File: config.mk
export PLATFORM = sky130hd
export DESIGN_NAME = best_fit_block_allocator
export DESIGN_NICKNAME = d
export VERILOG_FILES = /design/src/bfa_pkg.sv /design/src/bfa_table.sv /design/src/bfa_ctrl.sv /design/src/best_fit_block_allocator.sv
export SDC_FILE = /design/constraint.sdc
export NUM_CORES = 1
export LEC_CHECK = 0
export CAP_MARGIN = 20
export CORE_ASPECT_RATIO = 0.6
export CORE_UTILIZATION = 60
export DETAILED_ROUTE_END_ITERATION = 6
export DONT_BUFFER_PORTS = 1
export PLACE_DENSITY = 0.73
export SLEW_MARGIN = 20
export SYNTH_ARGS = -nofsm -noshare
export SYNTH_HDL_FRONTEND = slang
export SYNTH_SLANG_ARGS = --single-unit
File: constraint.sdc
create_clock -name clk -period 10.6 [get_ports clk]
set_clock_uncertainty 0.2 [all_clocks]
set_input_delay 1.59 -clock clk [delete_from_list [all_inputs] [get_ports clk]]
set_output_delay 1.59 -clock clk [all_outputs]
set_load 0.005 [all_outputs]
File: src/bfa_pkg.sv
// Shared types and codes for the best-fit block allocator.
// Used by bfa_table, bfa_ctrl and the top level; depends on nothing.
`timescale 1ns / 1ps
`default_nettype none

package bfa_pkg;

  localparam logic OP_LOAD  = 1'b0;
  localparam logic OP_ALLOC = 1'b1;

  typedef struct packed {
    logic        operation;
    logic [3:0]  block_index;
    logic [15:0] request_size;
  } bfa_in_t;

  typedef struct packed {
    logic        found;
    logic [3:0]  chosen_block;
    logic [15:0] remaining_size;
  } bfa_out_t;

  typedef struct packed {
    logic rd_en;
    logic wr_en;
  } bfa_tbl_ctl_t;

  typedef enum logic [2:0] {
    S_IDLE,
    S_LOAD,
    S_SCAN,
    S_DRAIN,
    S_WB,
    S_DONE
  } bfa_state_t;

endpackage

`default_nettype wire

File: src/bfa_table.sv
// Free-size table: one synchronous memory with a registered read port.
// Per-entry valid bits make never-written entries read as zero after reset.
// Depends on bfa_pkg.
`timescale 1ns / 1ps
`default_nettype none

module bfa_table
  import bfa_pkg::*;
#(
  parameter int NUM_BLOCKS = 16,
  parameter int SIZE_BITS  = 16,
  localparam int IDX_BITS  = $clog2(NUM_BLOCKS)
) (
  input  wire logic                 clk,
  input  wire logic                 rst,
  input  wire bfa_tbl_ctl_t         ctl,
  input  wire logic [IDX_BITS-1:0]  rd_addr,
  input  wire logic [IDX_BITS-1:0]  wr_addr,
  input  wire logic [SIZE_BITS-1:0] wr_data,
  output logic      [SIZE_BITS-1:0] rd_data
);

  logic [SIZE_BITS-1:0]  mem [NUM_BLOCKS];
  logic [NUM_BLOCKS-1:0] valid;
  logic [SIZE_BITS-1:0]  rd_q;
  logic                  rd_valid;

  always_ff @(posedge clk) begin
    if (ctl.wr_en) begin
      mem[wr_addr] <= wr_data;
    end
    if (ctl.rd_en) begin
      rd_q <= mem[rd_addr];
    end
  end

  always_ff @(posedge clk) begin
    if (rst) begin
      valid    <= '0;
      rd_valid <= 1'b0;
    end else begin
      if (ctl.wr_en) begin
        valid[wr_addr] <= 1'b1;
      end
      if (ctl.rd_en) begin
        rd_valid <= valid[rd_addr];
      end
    end
  end

  assign rd_data = rd_valid ? rd_q : '0;

endmodule

`default_nettype wire

File: src/bfa_ctrl.sv
// Sequencer for loads and best-fit searches over the free-size table,
// with the pending result and the output register. Depends on bfa_pkg.
`timescale 1ns / 1ps
`default_nettype none

module bfa_ctrl
  import bfa_pkg::*;
#(
  parameter int NUM_BLOCKS = 16,
  parameter int SIZE_BITS  = 16,
  localparam int IDX_BITS  = $clog2(NUM_BLOCKS),
  localparam int CNT_BITS  = $clog2(NUM_BLOCKS + 1)
) (
  input  wire logic                 clk,
  input  wire logic                 rst,
  input  wire logic [CNT_BITS-1:0]  limit,
  input  wire logic                 req_valid,
  output logic                      req_stall,
  input  wire bfa_in_t              req,
  output logic                      rsp_valid,
  input  wire logic                 rsp_stall,
  output bfa_out_t                  rsp,
  output bfa_tbl_ctl_t              tbl,
  output logic      [IDX_BITS-1:0]  rd_addr,
  output logic      [IDX_BITS-1:0]  wr_addr,
  output logic      [SIZE_BITS-1:0] wr_data,
  input  wire logic [SIZE_BITS-1:0] rd_data
);

  bfa_state_t           state, state_next;
  bfa_in_t              item;
  logic [SIZE_BITS-1:0] req_sz;
  logic                 in_range;
  logic [CNT_BITS-1:0]  rd_cnt;
  logic                 cmp_vld;
  logic [IDX_BITS-1:0]  cmp_idx;
  logic                 hit;
  logic [IDX_BITS-1:0]  best_idx;
  logic [SIZE_BITS-1:0] best_val;
  logic [SIZE_BITS-1:0] remain;
  logic                 cmp_fit;
  logic                 accept;
  logic                 out_free;
  logic                 res_load;
  bfa_out_t             res, res_next;

  assign req_sz   = SIZE_BITS'(item.request_size);
  assign in_range = 32'(item.block_index) < 32'(NUM_BLOCKS);
  assign remain   = best_val - req_sz;
  assign accept   = req_valid && !req_stall;
  assign out_free = !rsp_valid || !rsp_stall;
  assign rd_addr  = rd_cnt[IDX_BITS-1:0];
  assign cmp_fit  = cmp_vld && (rd_data >= req_sz) && (!hit || rd_data < best_val);

  always_comb begin
    state_next = state;
    unique case (state)
      S_IDLE: begin
        if (req_valid) begin
          state_next = (req.operation == OP_ALLOC) ? S_SCAN : S_LOAD;
        end
      end
      S_LOAD:  state_next = S_DONE;
      S_SCAN: begin
        if (rd_cnt == limit) begin
          state_next = S_DRAIN;
        end
      end
      S_DRAIN: state_next = hit ? S_WB : S_DONE;
      S_WB:    state_next = S_DONE;
      S_DONE: begin
        if (out_free) begin
          state_next = S_IDLE;
        end
      end
      default: state_next = S_IDLE;
    endcase
  end

  always_comb begin
    req_stall = 1'b1;
    tbl       = '0;
    wr_addr   = best_idx;
    wr_data   = remain;
    res_load  = 1'b0;
    res_next  = '0;
    unique case (state)
      S_IDLE: req_stall = 1'b0;
      S_LOAD: begin
        tbl.wr_en               = in_range;
        wr_addr                 = IDX_BITS'(item.block_index);
        wr_data                 = req_sz;
        res_load                = 1'b1;
        res_next.found          = in_range;
        res_next.chosen_block   = item.block_index;
        res_next.remaining_size = in_range ? 16'(req_sz) : '0;
      end
      S_SCAN:  tbl.rd_en = (rd_cnt != limit);
      S_DRAIN: res_load  = !hit;
      S_WB: begin
        tbl.wr_en               = 1'b1;
        res_load                = 1'b1;
        res_next.found          = 1'b1;
        res_next.chosen_block   = 4'(best_idx);
        res_next.remaining_size = 16'(remain);
      end
      S_DONE: ;
      default: ;
    endcase
  end

  always_ff @(posedge clk) begin
    if (rst) begin
      state     <= S_IDLE;
      cmp_vld   <= 1'b0;
      rsp_valid <= 1'b0;
    end else begin
      state   <= state_next;
      cmp_vld <= tbl.rd_en;
      if (state == S_DONE && out_free) begin
        rsp_valid <= 1'b1;
      end else if (!rsp_stall) begin
        rsp_valid <= 1'b0;
      end
    end
  end

  always_ff @(posedge clk) begin
    if (accept) begin
      item   <= req;
      rd_cnt <= '0;
      hit    <= 1'b0;
    end else begin
      if (tbl.rd_en) begin
        rd_cnt <= CNT_BITS'(rd_cnt + 1'b1);
      end
      // Strict less-than keeps the lowest index among equal sizes.
      if (cmp_fit) begin
        hit      <= 1'b1;
        best_idx <= cmp_idx;
        best_val <= rd_data;
      end
    end
    cmp_idx <= rd_addr;
    if (res_load) begin
      res <= res_next;
    end
    if (state == S_DONE && out_free) begin
      rsp <= res;
    end
  end

  a_scan_bound: assert property (@(posedge clk) disable iff (rst)
    (state == S_SCAN) |-> (rd_cnt <= limit))
    else $error("scan counter ran past the active count");

  a_read_in_scan: assert property (@(posedge clk) disable iff (rst)
    tbl.rd_en |=> (state == S_SCAN || state == S_DRAIN))
    else $error("table read data arrived outside a search");

  a_wb_needs_hit: assert property (@(posedge clk) disable iff (rst)
    (state == S_WB) |-> hit)
    else $error("write-back without a fitting block");

  a_no_accept_busy: assert property (@(posedge clk) disable iff (rst)
    (state == S_SCAN || state == S_WB) |-> req_stall)
    else $error("input accepted during a search");

endmodule

`default_nettype wire

File: src/best_fit_block_allocator.sv
// Best-fit block allocator: a free-size table searched by a one-entry-per-cycle
// scan. A load transaction writes one entry and posts its result before the next
// transaction can be accepted. An allocate transaction reads the active entries
// through the table's single read port, one per cycle, then decides, writes
// back the remainder and posts the result; a miss skips the write-back. The
// active entries are counted after saturation to NUM_BLOCKS. The table reads as
// all zero after reset with no clearing pass. The output register lets a
// finished result wait while the next transaction is accepted; a result that is
// still waiting when the next one is ready holds the block until it leaves.
// Register active_blocks (byte address 0) sets how many entries, from index 0,
// take part in the search; values above NUM_BLOCKS saturate.
// Depends on bfa_pkg, bfa_table and bfa_ctrl.
`timescale 1ns / 1ps
`default_nettype none

module best_fit_block_allocator
  import bfa_pkg::*;
#(
  parameter int NUM_BLOCKS = 16,
  parameter int SIZE_BITS  = 16
) (
  input  wire logic        clk,
  input  wire logic        rst,
  input  wire logic        req_valid,
  output logic             req_stall,
  input  wire bfa_in_t     req,
  output logic             rsp_valid,
  input  wire logic        rsp_stall,
  output bfa_out_t         rsp,
  input  wire logic        psel,
  input  wire logic        penable,
  input  wire logic        pwrite,
  input  wire logic [2:0]  paddr,
  input  wire logic [31:0] pwdata,
  output logic      [31:0] prdata,
  output logic             pready
);

  localparam int IDX_BITS = $clog2(NUM_BLOCKS);
  localparam int CNT_BITS = $clog2(NUM_BLOCKS + 1);
  localparam logic [2:0] ADDR_ACTIVE  = 3'd0;
  localparam logic [4:0] ACTIVE_RESET = 5'd16;

  logic [4:0]           active_blocks;
  logic [31:0]          active_ext;
  logic [CNT_BITS-1:0]  limit;
  bfa_tbl_ctl_t         tbl;
  logic [IDX_BITS-1:0]  rd_addr;
  logic [IDX_BITS-1:0]  wr_addr;
  logic [SIZE_BITS-1:0] wr_data;
  logic [SIZE_BITS-1:0] rd_data;

  assign pready = 1'b1;

  always_ff @(posedge clk) begin
    if (rst) begin
      active_blocks <= ACTIVE_RESET;
    end else if (psel && penable && pwrite && pready && paddr == ADDR_ACTIVE) begin
      active_blocks <= pwdata[4:0];
    end
  end

  assign prdata = (paddr == ADDR_ACTIVE) ? {27'd0, active_blocks} : '0;

  assign active_ext = 32'(active_blocks);
  assign limit = (active_ext > 32'(NUM_BLOCKS)) ? CNT_BITS'(NUM_BLOCKS)
                                                : CNT_BITS'(active_ext);

  bfa_table #(
    .NUM_BLOCKS(NUM_BLOCKS),
    .SIZE_BITS (SIZE_BITS)
  ) u_table (
    .clk    (clk),
    .rst    (rst),
    .ctl    (tbl),
    .rd_addr(rd_addr),
    .wr_addr(wr_addr),
    .wr_data(wr_data),
    .rd_data(rd_data)
  );

  bfa_ctrl #(
    .NUM_BLOCKS(NUM_BLOCKS),
    .SIZE_BITS (SIZE_BITS)
  ) u_ctrl (
    .clk      (clk),
    .rst      (rst),
    .limit    (limit),
    .req_valid(req_valid),
    .req_stall(req_stall),
    .req      (req),
    .rsp_valid(rsp_valid),
    .rsp_stall(rsp_stall),
    .rsp      (rsp),
    .tbl      (tbl),
    .rd_addr  (rd_addr),
    .wr_addr  (wr_addr),
    .wr_data  (wr_data),
    .rd_data  (rd_data)
  );

endmodule

`default_nettype wire
After elaboration in Yosys (flattened, before gate mapping). Memory sizes are Yosys's and may differ from the RTL's. A register that Yosys moved wholly into a read port is not among the register bits. Cells that the tools add are included. W data, S select, Z words.

Register bits after elaboration: 119. Memory bits (writable): 256. Output and inout port bits: 56. Word-level logic and storage cells: 83. Memories: 1.

Add/sub/neg operators: 2. $lt $le $gt $ge: 6. Equal/unequal tests: 11. Multiplexer cells: 24. Bitwise operators: 2. Reduce and logical (&&, ||, !) cells: 18.

Memories: u_table.mem (words 16, width 16, rd ports 1, clocked after memory_dff 1, wr ports 1, RTL line bfa_table.sv:23) `logic [SIZE_BITS-1:0] mem [NUM_BLOCKS];`.

Operators by type and width (count): $pmux W21 S2 (1); $mux W16 (2); $ge A16 B16 Y1 (1); $lt A16 B16 Y1 (1); $or A16 B16 Y16 (1); $sub A16 B16 Y16 (1); $pmux W3 S5 (1); $lt A4 B5 Y1 const B (2); $mux W1 (10); $mux W5 (2); $mux W3 (3); $logic_and A1 B1 Y1 (8); $eq A3 B2 Y1 const B (2); $eq A3 B3 Y1 const B (2); $logic_not A3 Y1 (2); $ne A2 B1 Y1 const B (3); $add A5 B1 Y5 const B (1); $eq A5 B5 Y1 (1); $gt A5 B5 Y1 const B (1); $ne A5 B5 Y1 (1); $bmux W1 S4 (1); $demux W1 S4 (1); $ge A4 B1 Y1 const B (1); $mux W4 (1); 10 further kinds (13).

Depth between registers and ports, before layout.
Depth after elaboration: 7. Gate-level depth with buffers: 10. Mapped depth without buffers: 10.

Modules after synthesis. Synthesis repeated with hierarchy kept, for this count alone.

Cells, all modules: 943. Area, all modules: 16467.0 um^2.

By module, submodules not included: bfa_table (times used 1, cells an instance 480, area an instance 10966.8 um^2, seq. area each 8508.2 um^2); bfa_ctrl (times used 1, cells an instance 399, area an instance 4974.8 um^2, seq. area each 2762.6 um^2); best_fit_block_allocator (times used 1, cells an instance 64, area an instance 525.5 um^2, seq. area each 100.1 um^2).

Worst setup path after synthesis. No wires, ideal clock.

Kind: input to register. Start point: input port req_valid. End point: register u_ctrl.best_idx[0] (enable). Library setup time: 0.449 ns. Data arrival time: 4.054 ns. Data required time: 9.951 ns. Setup slack: 5.897 ns. Cell stages on the path: 3. Buffers on the path: 0. Path through: inv_1 nor2_1 nor4bb_1.

Longest elaborated chain between the ends: 3.

Ends and longest elaborated chain: start, declared (RTL line best_fit_block_allocator.sv:24) `input wire logic req_valid,`; $logic_and A1 B1 Y1 (RTL line bfa_ctrl.sv:50) `assign accept = req_valid && !req_stall;`; via u_ctrl.accept (RTL line bfa_ctrl.sv:42) `logic accept;`; $not A1 Y1 (no line); $reduce_and A2 Y1 (no line); end signal, assigned (RTL line bfa_ctrl.sv:140) `best_idx <= cmp_idx;`; end, declared (RTL line bfa_ctrl.sv:38) `logic [IDX_BITS-1:0] best_idx;`.

The timed path passes the listed nets, and every way through them passes these cells. A chain may end at the register's enable or synchronous reset.

Worst setup path in the final report.
Start point: input port paddr[1]. End point: output port prdata[1].

Longest elaborated chain between the ends: 2.

Ends and longest elaborated chain: start, declared (RTL line best_fit_block_allocator.sv:33) `input wire logic [2:0] paddr,`; $logic_not A3 Y1 (RTL line best_fit_block_allocator.sv:63) `assign prdata = (paddr == ADDR_ACTIVE) ? {27'd0, active_blocks} : '0;`; $mux W5 (RTL line best_fit_block_allocator.sv:63); end, declared (RTL line best_fit_block_allocator.sv:35) `output logic [31:0] prdata,`.

No other way between the ends.

==> results.py <==
metrics = {
    "cts": {
        "cts_inserted_buffers": 35,
        "cts_tree": "built",
        "clk_latency_ns": 0.55,
        "clockBufferDepth": 3,
        "cts_hold_buf": 0,
        "cts_root_buffer": "clkbuf_16",
        "cts.repair.resized": 0,
        "clk_pin_slew_ns": 0.06,
        "htreeDepth": 2,
        "clock_sinks": 391,
        "post-cts-setup-buffers": 0,
    },
    "setup_path": {
        "crit_chain": "nor3_1 > and2_1",
        "required_ns": 8.81,
        "path_max_fanout": 6,
        "reg2reg_depth": 8,
        "cp_slowest_cell": "nor3_1",
        "path_class": "input port to output port",
        "crit_start": "paddr[1]",
        "worstSetupEndpointType": "output port",
        "critPathLaunchType": "input port",
        "cp.arrival_ns": 2.26,
        "r2r_setup_slack_ns": 6.78,
        "reg2reg_from": "u_table.rd_valid",
        "max_stage_delay_ns": 0.44,
        "cp_num_buf_inv": 0,
        "crit_cells": 2,
        "crit_family": "simple AND/OR/NAND/NOR gates",
    },
    "sta": {
        "slew_viol_final": 0,
        "hold_viol": 0,
        "rsz0062_at_grt": "false",
        "setup_viol": 0,
        "worst_pin_slew_ns": 1.074,
        "period_needed_ns": 4.052,
        "fmax_mhz": 246.8,
        "finalCritPeriodShare_pct": 38.23,
        "tns_ns": 0,
        "slew_headroom_pct": 27.93,
        "whs_ns": 0.2031,
    },
    "finish": {
        "layout_common_cells": "edfxtp_1, mux4_2, nor2_1",
        "final_common_cell": "edfxtp_1",
        "diodes": 0,
        "finalNonFillerCells": 1366,
        "regArea_sq_um": 11380,
        "nets": 1090,
        "fill_cells": 1731,
        "multi_input_area_sq_um": 4618,
        "layout-drive-gt1-share_pct": 20.18,
        "syn_to_final_growth_pct": 9.599,
    },
    "yosys": {
        "async_reset_ff_share_pct": 0,
        "synth_ff_type": "edfxtp_1",
        "synth_top_cell_area_share_pct": 64.93,
        "netlist_instances": 947,
        "avgSynthCellArea_sq_um": 17.29,
        "synth_warnings": 0,
        "synth_area_leaders": "edfxtp_1, mux4_2, dfxtp_1",
        "ys_seq_area_share_pct": 69.46,
        "syn-cell-area_sq_um": 16370,
        "synth_edf_count": 354,
        "synth-seq-cells": 391,
        "yosysTopAreaCell": "edfxtp_1",
        "synthDistinctLibCells": 66,
    },
    "floorplan": {
        "design.portCount": 119,
        "dieHeight_um": 130.0,
        "rows": 46,
        "core-area_sq_um": 26590,
        "start_util_pct": 61.57,
        "fp.dieW_um": 215.2,
        "die_area_sq_um": 27970,
    },
    "detailed_routing": {
        "drt_first_pass_iters": 5,
        "via_count": 8530,
        "postRouteAntennaNets": 0,
        "drc_errors": 0,
        "dr.first_iter.drc_count": 927,
        "wl_per_cell_um": 24.91,
        "vias_per_cell": 6.245,
        "drt-total-wl_um": 34020,
    },
    "global_route": {
        "grt_first_pass_wirelength_um": 50090,
        "grt_max_degree": 75,
        "grt_pass1_vias": 8148,
        "antenna_found_initial": 0,
        "grt.total_usage_pct": 24.79,
        "grt-ovfl-total": 0,
    },
    "placed_design": {
        "numPortBuffers": 0,
        "place_inst": 1303,
        "place_congestion": 0.9165,
        "hpwl_um": 20960,
    },
    "power": {
        "power.density_nw_per_um2": 242.2,
        "leakagePower_nw": 6.109,
        "seq_power_share_pct": 51.0,
        "swShare_pct": 28.31,
        "p_int_w": 0.003116,
        "ir_drop_mv": 0.1451,
        "switchingPower_w": 0.001231,
        "clkPwrFrac_pct": 27.8,
        "comb_power_share_pct": 21.3,
    },
    "min_path": {
        "worstHoldStart": "u_ctrl.cmp_idx[3]",
        "hp-class": "flop to flop",
        "min_path_cells": 0,
    },
    "status": {
        "status": "finished, final reports clean",
    },
    "run": {
        "cap_violations": 0,
    },
}
## final timing paths
kind / end
worst max-delay path: prdata[1]
worst min-delay path: u_ctrl.best_idx[3]
worst max register to register: u_ctrl.best_idx[3]
worst min register to register: u_ctrl.best_idx[3]
## layer usage
| layer | global-route usage, % | up-vias | share of wire [%] | wire length, um |
|---|---|---|---|---|
| met5 | 0 | - | 0 | 0 |
| met4 | 6.800 | 0 | 1.8 | 599 |
| met3 | 4.709 | 48 | 8.2 | 2803 |
| met2 | 36.93 | 386 | 45 | 15440 |
| met1 | 38.10 | 4375 | 45 | 15180 |
| li1 | - | 3721 | - | - |
## cells by family after synthesis
group                    after synthesis  synth area share (%)
buffers and inverters                106                 3.470
multiplexers                          98                 12.53
adder cells (fa/ha/maj)               47                 3.623
other                                  2               0.04587
flip-flops                           391                 69.46
XOR/XNOR                              19                 1.108
AO/OA/AOI/OAI                        114                 4.670
AND/OR/NAND/NOR                      170                 5.090
## synthesized netlist by cell type (6+ instances only)
| library cell | instances |
|---|---|
| buf_6 | 6 |
| nand4_1 | 6 |
| o21a_1 | 8 |
| clkbuf_1 | 11 |
| inv_1 | 44 |
| edfxtp_1 | 354 |
| a22o_1 | 8 |
| nand2_1 | 38 |
| ha_1 | 45 |
| and2_1 | 20 |
| a21oi_1 | 27 |
| nand3_1 | 6 |
| mux2i_1 | 7 |
| a21o_1 | 6 |
| mux4_2 | 85 |
| buf_2 | 13 |
| nor3_1 | 6 |
| xnor2_1 | 11 |
| xor2_1 | 6 |
| dfxtp_1 | 37 |
| buf_4 | 29 |
| o21ai_0 | 19 |
| a31oi_1 | 7 |
| nor2_1 | 65 |
| o21ai_1 | 9 |
## metrics by stage
step	utilization, %	power (W)	instance area [sq um]	setup slack (ns)
after CTS	67.36	0.004363	17910	6.510
after global placement	63.31	0.003124	16830	6.555
after floorplan	-	0.002849	16470	5.897
after detailed placement	63.36	0.003165	16850	6.510
after global routing	67.48	0.004511	17940	6.404
final	67.48	0.004346	17940	6.548
## area by class of cell
class / count / share of cell area [%]
inverter: 44 / 0.9205
tap: 360 / 2.510
multi-input combinational: 476 / 25.74
sequential: 391 / 63.42
clock buffer: 42 / 5.084
timing repair buffer: 33 / 1.492
clock inverter: 20 / 0.8368
## state kept, by name, indices dropped and copies added (netlist names)
signal	cells
active_blocks	5
u_ctrl.best_idx	4
u_ctrl.best_val	16
u_ctrl.cmp_idx	4
u_ctrl.cmp_vld	1
u_ctrl.hit	1
u_ctrl.item	4
u_ctrl.rd_cnt	5
u_ctrl.req_sz	16
u_ctrl.res	21
u_ctrl.rsp	21
u_ctrl.rsp_valid	1
u_ctrl.state	3
u_table.mem	256
u_table.rd_q	16
u_table.rd_valid	1
u_table.valid	16
## power groups by stage
stage	clock [W]	sequential, W	combinational (W)
after floorplan	0	0.00217	0.000676
after global placement	0	0.00226	0.000861
after detailed placement	0	0.00228	0.000890
after CTS	0.00122	0.00224	0.000894
after global routing	0.00128	0.00223	0.00100
final	0.00121	0.00221	0.000925
Power figures use the tool's default switching activity.
